--- config.mk ---
export PLATFORM = sky130hd
export DESIGN_NAME = uniform_histogram_binner_unit
export DESIGN_NICKNAME = d
export VERILOG_FILES = /design/src/uhb_pkg.sv /design/src/uhb_ctrl.sv /design/src/uhb_dp.sv /design/src/uniform_histogram_binner_unit.sv
export VERILOG_INCLUDE_DIRS = /design/src /design/src/src
export SDC_FILE = /design/constraint.sdc
export NUM_CORES = 2
export LEC_CHECK = 0
export BUFFER_PORTS_ARGS = -buffer_cell sky130_fd_sc_hd__buf_4
export CAP_MARGIN = 20
export CORE_AREA = 2 2 498 500
export DETAILED_ROUTE_END_ITERATION = 7
export DIE_AREA = 0 0 500 502
export SKIP_CTS_REPAIR_TIMING = 1
export SLEW_MARGIN = 20
export SYNTH_ARGS = -nofsm -noshare
export SYNTH_HDL_FRONTEND = slang
export SYNTH_HIERARCHICAL = 1
export SYNTH_SLANG_ARGS = --single-unit
--- constraint.sdc ---
create_clock -name clk_i -period 8.37 [get_ports clk_i]
set_input_delay 0.4185 -clock clk_i [delete_from_list [all_inputs] [get_ports clk_i]]
set_output_delay 0.4185 -clock clk_i [all_outputs]
set_load 0.005 [all_outputs]
--- src/uniform_histogram_binner_unit_assert.svh ---
// Assertion macros for the histogram binner
`ifndef UNIFORM_HISTOGRAM_BINNER_UNIT_ASSERT_SVH
`define UNIFORM_HISTOGRAM_BINNER_UNIT_ASSERT_SVH

// same-cycle implication
`define UHB_ASSERT_IMP(label, ante, cons, msg) \
  label: assert property (@(posedge clk_i) disable iff (!rst_ni) (ante) |-> (cons)) \
    else $error(msg);

// next-cycle implication
`define UHB_ASSERT_NXT(label, ante, cons, msg) \
  label: assert property (@(posedge clk_i) disable iff (!rst_ni) (ante) |=> (cons)) \
    else $error(msg);

`endif

--- src/uhb_pkg.sv ---
`timescale 1ns / 1ps

package uhb_pkg;

  localparam int unsigned MAX_BUCKETS = 64;
  localparam int unsigned COUNT_W     = 32;
  localparam int unsigned VAL_W       = 32;
  localparam int unsigned IDX_W       = $clog2(MAX_BUCKETS);
  localparam int unsigned NB_W        = IDX_W + 1;
  localparam int unsigned PROD_W      = VAL_W + NB_W;
  localparam int unsigned DVS_W       = VAL_W + IDX_W - 1;
  localparam int unsigned STEP_W      = $clog2(IDX_W);
  localparam int unsigned CMD_W       = 2;
  localparam int unsigned CFG_IDX_W   = 2;
  localparam int unsigned BT_W        = 7;

  localparam logic signed [VAL_W-1:0] RANGE_LOW_RST    = 32'sd0;
  localparam logic signed [VAL_W-1:0] RANGE_HIGH_RST   = 32'sd3072;
  localparam logic [BT_W-1:0]         BUCKET_TOTAL_RST = 7'd12;

  typedef enum logic [CMD_W-1:0] {
    CMD_ADD   = 2'd0,
    CMD_CLEAR = 2'd1,
    CMD_READ  = 2'd2
  } cmd_e;

  typedef enum logic [CFG_IDX_W-1:0] {
    REG_RANGE_LOW    = 2'd0,
    REG_RANGE_HIGH   = 2'd1,
    REG_BUCKET_TOTAL = 2'd2
  } cfg_reg_e;

  typedef enum logic [2:0] {
    ST_IDLE,
    ST_DECODE,
    ST_MUL,
    ST_DIV,
    ST_FETCH,
    ST_COMMIT
  } state_e;

  typedef struct packed {
    logic latch;
    logic mul;
    logic div;
    logic fetch;
    logic commit;
  } ctrl_cmd_t;

  typedef struct packed {
    logic [CMD_W-1:0] cmd;
    logic             in_range;
    logic             div_last;
  } dp_sts_t;

endpackage

--- src/uhb_ctrl.sv ---
`timescale 1ns / 1ps

module uhb_ctrl import uhb_pkg::*; (
  input  logic      clk_i,
  input  logic      rst_ni,
  input  logic      in_valid_i,
  input  logic      out_stall_i,
  input  dp_sts_t   sts_i,
  output ctrl_cmd_t cmd_o,
  output logic      in_stall_o,
  output logic      out_valid_o
);

  state_e state_q, state_d;
  logic   out_valid_q, out_valid_d;
  logic   out_free;

  assign out_free = !out_valid_q || !out_stall_i;

  always_comb begin
    state_d = state_q;
    unique case (state_q)
      ST_IDLE: begin
        if (in_valid_i) state_d = ST_DECODE;
      end
      ST_DECODE: begin
        case (sts_i.cmd)
          CMD_ADD:  state_d = sts_i.in_range ? ST_MUL : ST_COMMIT;
          CMD_READ: state_d = ST_FETCH;
          default:  state_d = ST_COMMIT;
        endcase
      end
      ST_MUL:   state_d = ST_DIV;
      ST_DIV: begin
        if (sts_i.div_last) state_d = ST_FETCH;
      end
      ST_FETCH: state_d = ST_COMMIT;
      ST_COMMIT: begin
        if (out_free) state_d = ST_IDLE;
      end
      default:  state_d = ST_IDLE;
    endcase
  end

  always_comb begin
    cmd_o      = '0;
    in_stall_o = 1'b1;
    unique case (state_q)
      ST_IDLE: begin
        in_stall_o   = 1'b0;
        cmd_o.latch  = in_valid_i;
      end
      ST_MUL:    cmd_o.mul    = 1'b1;
      ST_DIV:    cmd_o.div    = 1'b1;
      ST_FETCH:  cmd_o.fetch  = 1'b1;
      ST_COMMIT: cmd_o.commit = out_free;
      default: ;
    endcase
  end

  assign out_valid_d = cmd_o.commit ? 1'b1 : (out_stall_i ? out_valid_q : 1'b0);
  assign out_valid_o = out_valid_q;

  always_ff @(posedge clk_i or negedge rst_ni) begin
    if (!rst_ni) begin
      state_q     <= ST_IDLE;
      out_valid_q <= 1'b0;
    end else begin
      state_q     <= state_d;
      out_valid_q <= out_valid_d;
    end
  end

endmodule

--- src/uhb_dp.sv ---
`timescale 1ns / 1ps

module uhb_dp import uhb_pkg::*; (
  input  logic                 clk_i,
  input  logic                 rst_ni,
  input  ctrl_cmd_t            cmd_i,
  output dp_sts_t              sts_o,
  input  logic                 cfg_we_i,
  input  logic [CFG_IDX_W-1:0] cfg_idx_i,
  input  logic [VAL_W-1:0]     cfg_data_i,
  input  logic [CMD_W-1:0]     command_i,
  input  logic signed [VAL_W-1:0] sample_i,
  input  logic [IDX_W-1:0]     bucket_select_i,
  output logic                 accepted_o,
  output logic [IDX_W-1:0]     bucket_index_o,
  output logic [COUNT_W-1:0]   bucket_value_o,
  output logic [COUNT_W-1:0]   running_total_o,
  output logic [IDX_W-1:0]     peak_bucket_o,
  output logic [COUNT_W-1:0]   peak_count_o
);

  logic signed [VAL_W-1:0] range_low_q, range_high_q;
  logic [BT_W-1:0]         bucket_total_q;
  logic [NB_W-1:0]         nb;

  logic [CMD_W-1:0]        cmd_q;
  logic signed [VAL_W-1:0] sample_q;
  logic [IDX_W-1:0]        sel_q;

  logic                    in_range;
  logic [VAL_W-1:0]        diff, width;
  logic [PROD_W-1:0]       prod;

  logic [PROD_W-1:0]       rem_q;
  logic [DVS_W-1:0]        dvs_q;
  logic [IDX_W-1:0]        quo_q;
  logic [STEP_W-1:0]       step_q;
  logic                    ge;

  logic [IDX_W-1:0]        bidx, addr_d, addr_q;
  logic [COUNT_W-1:0]      mem [MAX_BUCKETS];
  logic [COUNT_W-1:0]      rdata_q;
  logic [MAX_BUCKETS-1:0]  vld_q;
  logic                    vld_rd_q;
  logic [COUNT_W-1:0]      cur, new_cnt;

  logic                    acc_n, wr_en, clr;
  logic [IDX_W-1:0]        idx_n;
  logic [COUNT_W-1:0]      val_n;
  logic [COUNT_W-1:0]      total_q, total_d;
  logic [IDX_W-1:0]        peak_idx_q, peak_idx_d;
  logic [COUNT_W-1:0]      peak_val_q, peak_val_d;
  logic                    acc_q;
  logic [IDX_W-1:0]        idx_q;
  logic [COUNT_W-1:0]      val_q;

  // configuration
  always_ff @(posedge clk_i or negedge rst_ni) begin
    if (!rst_ni) begin
      range_low_q    <= RANGE_LOW_RST;
      range_high_q   <= RANGE_HIGH_RST;
      bucket_total_q <= BUCKET_TOTAL_RST;
    end else if (cfg_we_i) begin
      unique case (cfg_reg_e'(cfg_idx_i))
        REG_RANGE_LOW:    range_low_q    <= cfg_data_i;
        REG_RANGE_HIGH:   range_high_q   <= cfg_data_i;
        REG_BUCKET_TOTAL: bucket_total_q <= cfg_data_i[BT_W-1:0];
        default: ;
      endcase
    end
  end

  always_comb begin
    if (bucket_total_q == '0) begin
      nb = NB_W'(1);
    end else if (NB_W'(bucket_total_q) > NB_W'(MAX_BUCKETS)) begin
      nb = NB_W'(MAX_BUCKETS);
    end else begin
      nb = NB_W'(bucket_total_q);
    end
  end

  always_ff @(posedge clk_i) begin
    if (cmd_i.latch) begin
      cmd_q    <= command_i;
      sample_q <= sample_i;
      sel_q    <= bucket_select_i;
    end
  end

  assign in_range = (range_high_q > range_low_q) && (sample_q >= range_low_q) &&
                    (sample_q < range_high_q);
  assign diff  = sample_q - range_low_q;
  assign width = range_high_q - range_low_q;
  assign prod  = PROD_W'(diff) * PROD_W'(nb);

  // restoring divide, one quotient bit per cycle; quotient is below nb
  assign ge = rem_q >= PROD_W'(dvs_q);

  always_ff @(posedge clk_i) begin
    if (cmd_i.mul) begin
      rem_q  <= prod;
      dvs_q  <= {width, {(IDX_W-1){1'b0}}};
      quo_q  <= '0;
      step_q <= STEP_W'(IDX_W - 1);
    end else if (cmd_i.div) begin
      if (ge) rem_q <= rem_q - PROD_W'(dvs_q);
      dvs_q  <= dvs_q >> 1;
      quo_q  <= {quo_q[IDX_W-2:0], ge};
      step_q <= step_q - 1'b1;
    end
  end

  assign sts_o.cmd      = cmd_q;
  assign sts_o.in_range = in_range;
  assign sts_o.div_last = (step_q == '0);

  // bucket store
  assign bidx   = ({1'b0, quo_q} >= nb) ? IDX_W'(nb - 1'b1) : quo_q;
  assign addr_d = (cmd_q == CMD_READ) ? sel_q : bidx;

  always_ff @(posedge clk_i) begin
    if (cmd_i.fetch) begin
      addr_q   <= addr_d;
      rdata_q  <= mem[addr_d];
      vld_rd_q <= vld_q[addr_d];
    end
    if (wr_en) mem[addr_q] <= new_cnt;
  end

  assign cur     = vld_rd_q ? rdata_q : '0;
  assign new_cnt = (&cur) ? cur : cur + 1'b1;

  always_comb begin
    acc_n      = 1'b0;
    idx_n      = '0;
    val_n      = '0;
    wr_en      = 1'b0;
    clr        = 1'b0;
    total_d    = total_q;
    peak_idx_d = peak_idx_q;
    peak_val_d = peak_val_q;
    case (cmd_q)
      CMD_ADD: begin
        if (in_range) begin
          acc_n   = 1'b1;
          idx_n   = addr_q;
          val_n   = new_cnt;
          wr_en   = cmd_i.commit;
          total_d = (&total_q) ? total_q : total_q + 1'b1;
          if ((new_cnt > peak_val_q) ||
              ((new_cnt == peak_val_q) && (addr_q < peak_idx_q))) begin
            peak_val_d = new_cnt;
            peak_idx_d = addr_q;
          end
        end
      end
      CMD_CLEAR: begin
        acc_n      = 1'b1;
        clr        = cmd_i.commit;
        total_d    = '0;
        peak_idx_d = '0;
        peak_val_d = '0;
      end
      CMD_READ: begin
        idx_n = sel_q;
        if ({1'b0, sel_q} < nb) begin
          acc_n = 1'b1;
          val_n = cur;
        end
      end
      default: ;
    endcase
  end

  always_ff @(posedge clk_i or negedge rst_ni) begin
    if (!rst_ni) begin
      vld_q      <= '0;
      total_q    <= '0;
      peak_idx_q <= '0;
      peak_val_q <= '0;
    end else if (cmd_i.commit) begin
      if (clr) begin
        vld_q <= '0;
      end else if (wr_en) begin
        vld_q[addr_q] <= 1'b1;
      end
      total_q    <= total_d;
      peak_idx_q <= peak_idx_d;
      peak_val_q <= peak_val_d;
    end
  end

  always_ff @(posedge clk_i) begin
    if (cmd_i.commit) begin
      acc_q <= acc_n;
      idx_q <= idx_n;
      val_q <= val_n;
    end
  end

  // totals and peak only move on commit, together with the result register
  assign accepted_o      = acc_q;
  assign bucket_index_o  = idx_q;
  assign bucket_value_o  = val_q;
  assign running_total_o = total_q;
  assign peak_bucket_o   = peak_idx_q;
  assign peak_count_o    = peak_val_q;

endmodule

--- src/uniform_histogram_binner_unit.sv ---
// A counted sample passes through decode, multiply, 6 divide steps, store read
// and commit; a read through decode, store read and commit; others decode and commit.
// The block takes one transaction at a time: a new one is accepted only after the
// last has committed, and commit waits while a pending result is stalled.
// Reset (async, active low) empties every bucket via valid flags, zeroes the
// total and peak, and loads range 0..3072 with 12 buckets.
`timescale 1ns / 1ps
`include "uniform_histogram_binner_unit_assert.svh"

module uniform_histogram_binner_unit import uhb_pkg::*; (
  input  logic                    clk_i,
  input  logic                    rst_ni,
  input  logic                    cfg_we_i,
  input  logic [CFG_IDX_W-1:0]    cfg_idx_i,
  input  logic [VAL_W-1:0]        cfg_data_i,
  input  logic                    in_valid_i,
  output logic                    in_stall_o,
  input  logic [CMD_W-1:0]        command_i,
  input  logic signed [VAL_W-1:0] sample_i,
  input  logic [IDX_W-1:0]        bucket_select_i,
  output logic                    out_valid_o,
  input  logic                    out_stall_i,
  output logic                    accepted_o,
  output logic [IDX_W-1:0]        bucket_index_o,
  output logic [COUNT_W-1:0]      bucket_value_o,
  output logic [COUNT_W-1:0]      running_total_o,
  output logic [IDX_W-1:0]        peak_bucket_o,
  output logic [COUNT_W-1:0]      peak_count_o
);

  ctrl_cmd_t ctrl_cmd;
  dp_sts_t   dp_sts;

  uhb_ctrl u_ctrl (
    .clk_i       (clk_i),
    .rst_ni      (rst_ni),
    .in_valid_i  (in_valid_i),
    .out_stall_i (out_stall_i),
    .sts_i       (dp_sts),
    .cmd_o       (ctrl_cmd),
    .in_stall_o  (in_stall_o),
    .out_valid_o (out_valid_o)
  );

  uhb_dp u_dp (
    .clk_i           (clk_i),
    .rst_ni          (rst_ni),
    .cmd_i           (ctrl_cmd),
    .sts_o           (dp_sts),
    .cfg_we_i        (cfg_we_i),
    .cfg_idx_i       (cfg_idx_i),
    .cfg_data_i      (cfg_data_i),
    .command_i       (command_i),
    .sample_i        (sample_i),
    .bucket_select_i (bucket_select_i),
    .accepted_o      (accepted_o),
    .bucket_index_o  (bucket_index_o),
    .bucket_value_o  (bucket_value_o),
    .running_total_o (running_total_o),
    .peak_bucket_o   (peak_bucket_o),
    .peak_count_o    (peak_count_o)
  );

  `UHB_ASSERT_IMP(a_commit_free, ctrl_cmd.commit, !out_valid_o || !out_stall_i, "commit over pending result")
  `UHB_ASSERT_NXT(a_commit_valid, ctrl_cmd.commit, out_valid_o, "commit without result")
  `UHB_ASSERT_IMP(a_peak_max, out_valid_o && accepted_o, peak_count_o >= bucket_value_o, "peak below bucket")
  `UHB_ASSERT_IMP(a_total_peak, out_valid_o, running_total_o >= peak_count_o, "total below peak")

endmodule

Word-level counts from Yosys, hierarchy flattened

Memory sizes are Yosys's and may differ from the RTL's. A register that Yosys moved wholly into a read port is not among the register bits.
Index checks and enable logic that the tools add are counted.

$add $sub $neg: 7
Multipliers: 1
$lt $le $gt $ge: 12
Equality and inequality tests: 17
Muxes and demuxes: 53
Bitwise logic cells: 1
Reductions and logical operators: 27

Operator list:

| cell                    | count |
|---|---|
| $mux W32                | 8 |
| $pmux W32 S2            | 3 |
| $mux W64                | 2 |
| $mux W39                | 3 |
| $mux W37                | 2 |
| $add A32 B1 Y32 const B | 2 |
| $gt A32 B32 Y1          | 2 |
| $or A64 B64 Y64         | 1 |
| $reduce_and A32 Y1      | 2 |
| $sub A32 B32 Y32        | 2 |
| $ge A39 B37 Y1          | 1 |
| $mul A32 B7 Y39         | 1 |
| $sub A39 B37 Y39        | 1 |
| $eq A32 B32 Y1          | 1 |
| $ge A32 B32 Y1          | 1 |
| $lt A32 B32 Y1          | 1 |
| $mux W6                 | 5 |
| $pmux W6 S2             | 2 |
| $pmux W3 S6             | 1 |
| $mux W1                 | 17 |
| $lt A6 B7 Y1 const B    | 2 |
| $mux W7                 | 2 |
| $mux W3                 | 4 |
| $reduce_and A2 Y1       | 5 |
| 27 further kinds        | 47 |

Register bits: 380
Bits in writable memories: 2048
Input port bits: 79
Output and inout port bits: 111
Logic and storage cells: 141
Memories kept: 1

Memories:

| memory   | depth | width | read ports | clocked after memory_dff | wr ports | RTL line     | source |
|---|---|---|---|---|---|---|---|
| u_dp.mem | 64    | 32    | 1          | 1                        | 1        | uhb_dp.sv:41 | `logic [COUNT_W-1:0] mem [MAX_BUCKETS];` |

Depth between registers and ports, before layout

Word-level depth: 9
Mapped depth: 31
Gate-level depth less buffers: 30

Hierarchy

The synthesis kept the hierarchy.

By module, submodules not included:

| module   | times used | cells an instance | area an instance (um2) |
|---|---|---|---|
| uhb_dp   | 1          | 8023              | 109737.7 |
| uhb_ctrl | 1          | 34                | 267.8 |

Least setup slack after synthesis

Ideal clock, no wire load.

Path type: register to register
Start: register u_dp.vld_rd_q
End: register u_dp.peak_val_q[21], in the netlist u_dp/peak_count_o[21]
Arrival: 7.200 ns
Required time: 8.242 ns
Setup slack: 1.042 ns
Stages on the path, launching flop included: 22
Cell sequence: edfxtp_1 > clkbuf_1 > clkbuf_1 > clkbuf_1 > nand2_1 > inv_1 > ha_1 > nand4_1 > o2111ai_1 > or3_1 > or3_1 > a21boi_0 > ha_1 > o21ai_0 > a21oi_1 > nor2_1 > o21ai_0 > o211a_1 > and2_1 > clkbuf_1 > buf_1 > a22o_1

Cells in the longest elaborated chain, start to end: 8

RTL lines:

| item                                                                   | RTL line      | source |
|---|---|---|
| start, declared                                                        | uhb_dp.sv:44  | `logic vld_rd_q;` |
| start signal, assigned                                                 | uhb_dp.sv:126 | `vld_rd_q <= vld_q[addr_d];` |
| $mux W32 *                                                             | uhb_dp.sv:131 | `assign cur = vld_rd_q ? rdata_q : '0;` |
| $add A32 B1 Y32 or $reduce_and A32 Y1 (tied branches)                  | uhb_dp.sv:132 | `assign new_cnt = (&cur) ? cur : cur + 1'b1;` |
| $mux W32 *                                                             | uhb_dp.sv:132 |  |
| named net u_dp.new_cnt[21]                                             | uhb_dp.sv:45  | `logic [COUNT_W-1:0] cur, new_cnt;` |
| parallel branches: the longest is 5 deep, another holds $gt A32 B32 Y1 | --            |  |
| end signal, assigned                                                   | uhb_dp.sv:190 | `peak_val_q <= peak_val_d;` |
| end, declared                                                          | uhb_dp.sv:52  | `logic [COUNT_W-1:0] peak_val_q, peak_val_d;` |

Mark *: on every way through the listed nets, which the timed path passes. The select of a mux whose other input is x is not followed.
A chain may end at the register's enable or synchronous reset.

Worst setup path after layout

Start: register u_dp.range_low_q[0]
End: register u_dp.rem_q[37], data pin

Cells in the longest elaborated chain, start to end: 3

RTL lines:

| item                   | RTL line      | source |
|---|---|---|
| start, declared        | uhb_dp.sv:22  | `logic signed [VAL_W-1:0] range_low_q, range_high_q;` |
| start signal, assigned | uhb_dp.sv:65  | `REG_RANGE_LOW: range_low_q <= cfg_data_i;` |
| $sub A32 B32 Y32       | uhb_dp.sv:93  | `assign diff = sample_q - range_low_q;` |
| $mul A32 B7 Y39        | uhb_dp.sv:95  | `assign prod = PROD_W'(diff) * PROD_W'(nb);` |
| $mux W39               | uhb_dp.sv:101 | `if (cmd_i.mul) begin` |
| end signal, assigned   | uhb_dp.sv:102 | `rem_q <= prod;` |
| end signal, assigned   | uhb_dp.sv:107 | `if (ge) rem_q <= rem_q - PROD_W'(dvs_q);` |
| end, declared          | uhb_dp.sv:34  | `logic [PROD_W-1:0] rem_q;` |

Every way passes these cells.

==> results.md <==
- Dpl hpwl: 221000 µm
- Startpoint Class: flip-flop
- Mapped Nets: 8530
- CTS Buf Count: 282
- Chip height: 502 µm
- Register Area: 72700 µm²
- Int Pwr: 27.5 mW
- Power, Total: 43.8 mW
- Critical Path Sink Type: flip-flop
- Tcrit/Tclk final: 94.0%
- VDD IR max: 0.330 mV
- Drt pass-1 iters: 6
- CP peak stage delay: 530 ps
- Nets: 8940
- Placed standard-cell area: 117000 µm²
- Pwr Density: 345 nW/µm²
- Crit path DAT: 8480 ps
- Unique masters post-synth: 91
- Vias per cell: 6.16
- Grt ovf: 0
- Largest net degree at the start of global routing: 114
- Clock Pin Slew Worst Setup and Hold Paths: 60 ps
- Die width: 500 µm
- Die area: 251000 µm²
- Slowest CP cell: fa_1
- Status: complete, no violations
- Vias in the first global route: 70100
- FMAX: 127 MHz
- Antenna violations before repair: 31
- Worst endpoint required time: 8980 ps
- Switching share of power: 37.1%
- Comb power frac: 37.4%
- CP max FO: 6
- Worst hold path type: input pin to flip-flop
- WL per Instance: 29.6 µm
- Clk_lat worst skew: 950 ps
- Sequential power share: 35.4%
- Unrepaired setup endpoints after global routing: no
- Tightest Pin Transition: 1150 ps
- ANT nets after route: 0
- Finish-stage setup viols: 0
- Total GRT Usage: 27.5%
- First-pass GRT wire length: 501000 µm
- R2R cell count: 30
- Final Hold Viols: 0
- Register area share after synthesis: 66.1%
- Clk pwr share: 27.2%
- Number of synthesized register bits: 2460
- Remaining DRCs: 0
- CORE AREA: 245000 µm²
- Most used cell, CP: fa_1
- Setup Skew: 84.8 ps
- Mean Syn Cell Area: 13.7 µm²
- MaxCap Viol Count: 0
- Area Growth Syn to Fin: 15.2%
- Area of the multi-input gates: 35000 µm²
- Final RePlAce weighted congestion: 0.899
- Clock tree from TritonCTS: done
- I/O Buffers: 189
- Final WL: 352000 µm
- Clock Path Buffers: 4
- Ys Warns: 6
- P_sw: 16.2 mW
- Clock period minus worst slack: 7870 ps
- Leakage Power: 44.8 nW
- Post-Syn Area: 110000 µm²
- Root Driver: clkbuf_16
- Initial DRC count: 9421
- Primary FF master, synth: edfxtp_1
- Max Slew Vio Count: 0
- Design Area, Final: 127000 µm²
- Fill count: 20400
- Max_slew headroom: 23.6%
- H-tree depth: 5
- Post-synth EDFFs: 2237
- Row count: 182
- Post-Synthesis Cells: 8057
- Starting Density: 44.9%
- Via Count: 73200
- Clock sinks: 2460
- Critical path class: flip-flop to flip-flop
- IO Count: 190
- Ys async rst share: 8.50%
- Hold Crit Depth: 4
- Share of cells above drive strength 1: 14.4%
- Reg2Reg Setup Slack: 500 ps
- Hold Slack: 43.6 ps
## cell usage in the layout (no fill, tap or decap), types with 205 or more instances in the layout
cell type  instances
buf_4            465
o21ai_0          364
dfrtp_1          205
ha_1             242
nor2_1           336
edfxtp_1        2237
nand3_1          237
nand2_1          883
inv_1            399
clkbuf_16        290
a21oi_1          438
## synthesized netlist by cell type (all sizes together) (51+ instances only)
cell	number	area share [%]
nand2	884	3.0
dfrtp	205	4.7
a32oi	63	0.50
nor2	409	1.4
a21oi	438	2.0
nand4	110	0.63
nand2b	51	0.29
inv	403	1.4
mux4	142	2.9
nor3	122	0.56
a21o	87	0.59
mux2i	177	1.6
buf	160	0.69
ha	242	2.8
a221oi	134	1.1
a22o	74	0.59
edfxtp	2237	61
clkbuf	280	0.96
xor2	74	0.59
o22ai	89	0.51
xnor2	84	0.67
nand3	237	1.1
a211oi	162	1.1
fa	152	2.8
o21ai	369	1.7
a31oi	54	0.31
## cell type report
type | count | share of cell area [%]
clock buffers | 356 | 5.97
diodes | 16 | 0.0316
flip-flops and latches | 2460 | 57.3
repair buffers | 566 | 3.76
inverters | 409 | 1.22
clock inverters | 111 | 0.914
multi-input cells | 4748 | 27.6
well taps | 3220 | 3.18
## worst max-delay path: cells and delay by family, from the launching register on
kind / cells / cell delay, ps
fa+ha+maj: 7 / 3000
simple gates: 2 / 220
buf+inv: 3 / 290
compound gates: 17 / 3390
flops: 1 / 400
xor+xnor: 1 / 270
## metrics by stage
stage	worst slack, ps	setup TNS [ps]	cells	utilization [%]
3_3_place_gp	176	0	11300	47.8
3_5_place_dp	39.3	0	11300	47.8
4_1_cts	-57.0	-161	11800	51.3
6_report	504	0	11900	51.7
2_1_floorplan	1040	0	8057	-
5_1_grt	18.3	0	11900	51.7
## power by group through the flow
stage	combinational (mW)	clock (mW)	sequential, mW
after CTS	16.0	12.0	15.5
after floorplan	10.2	0	15.5
after global routing	17.7	12.5	15.5
after detailed placement	15.8	0	15.7
final	16.4	11.9	15.5
after global placement	15.7	0	15.7
## worst paths after layout
kind	from	to
worst max-delay path	u_dp/range_low_q[0]	u_dp/rem_q[37]
worst min-delay path	in_valid_i	u_ctrl/state_q[0]
worst max register to register	u_dp/range_low_q[0]	u_dp/rem_q[37]
worst min register to register	u_dp/vld_q[62]	u_dp/vld_q[62]
max in group asynchronous	rst_ni	u_dp/vld_q[60]
min in group asynchronous	rst_ni	u_dp/running_total_o[14]
## per-layer routing
layer	track usage [%]	part of all wire, %	wire (µm)	up-vias
met5	0	0.027	96	-
met3	6.22	11	37700	645
met2	42.4	45	158000	3836
li1	-	-	-	31400
met1	38.5	41	143000	37300
met4	9.75	3.8	13500	16
## flip-flops by register name, summed over array words and instances (netlist names), 2 cells and up
name,flops
u_dp/mem,2048
u_dp/vld_q,64
u_dp/rem_q,39
u_dp/dvs_q,37
u_dp/bucket_value_o,32
u_dp/peak_count_o,32
u_dp/range_high_q,32
u_dp/range_low_q,32
u_dp/rdata_q,32
u_dp/running_total_o,32
u_dp/sample_q,32
u_dp/bucket_total_q,7
u_dp/addr_q,6
u_dp/bucket_index_o,6
u_dp/peak_bucket_o,6
u_dp/quo_q,6
u_dp/sel_q,6
u_ctrl/state_q,3
u_dp/step_q,3
u_dp/cmd_q,2
## kinds of logic after synthesis
| group | count (synthesis) | synth area share [%] |
|---|---|---|
| flip-flops | 2460 | 66.1 |
| XOR/XNOR | 158 | 1.26 |
| buffers and inverters | 849 | 3.04 |
| AND/OR/NAND/NOR | 2071 | 8.55 |
| AO/OA/AOI/OAI | 1761 | 10.6 |
| adder cells (fa/ha/maj) | 394 | 5.52 |
| multiplexers | 364 | 4.98 |
Note: power is estimated with default switching activity, not from simulation.
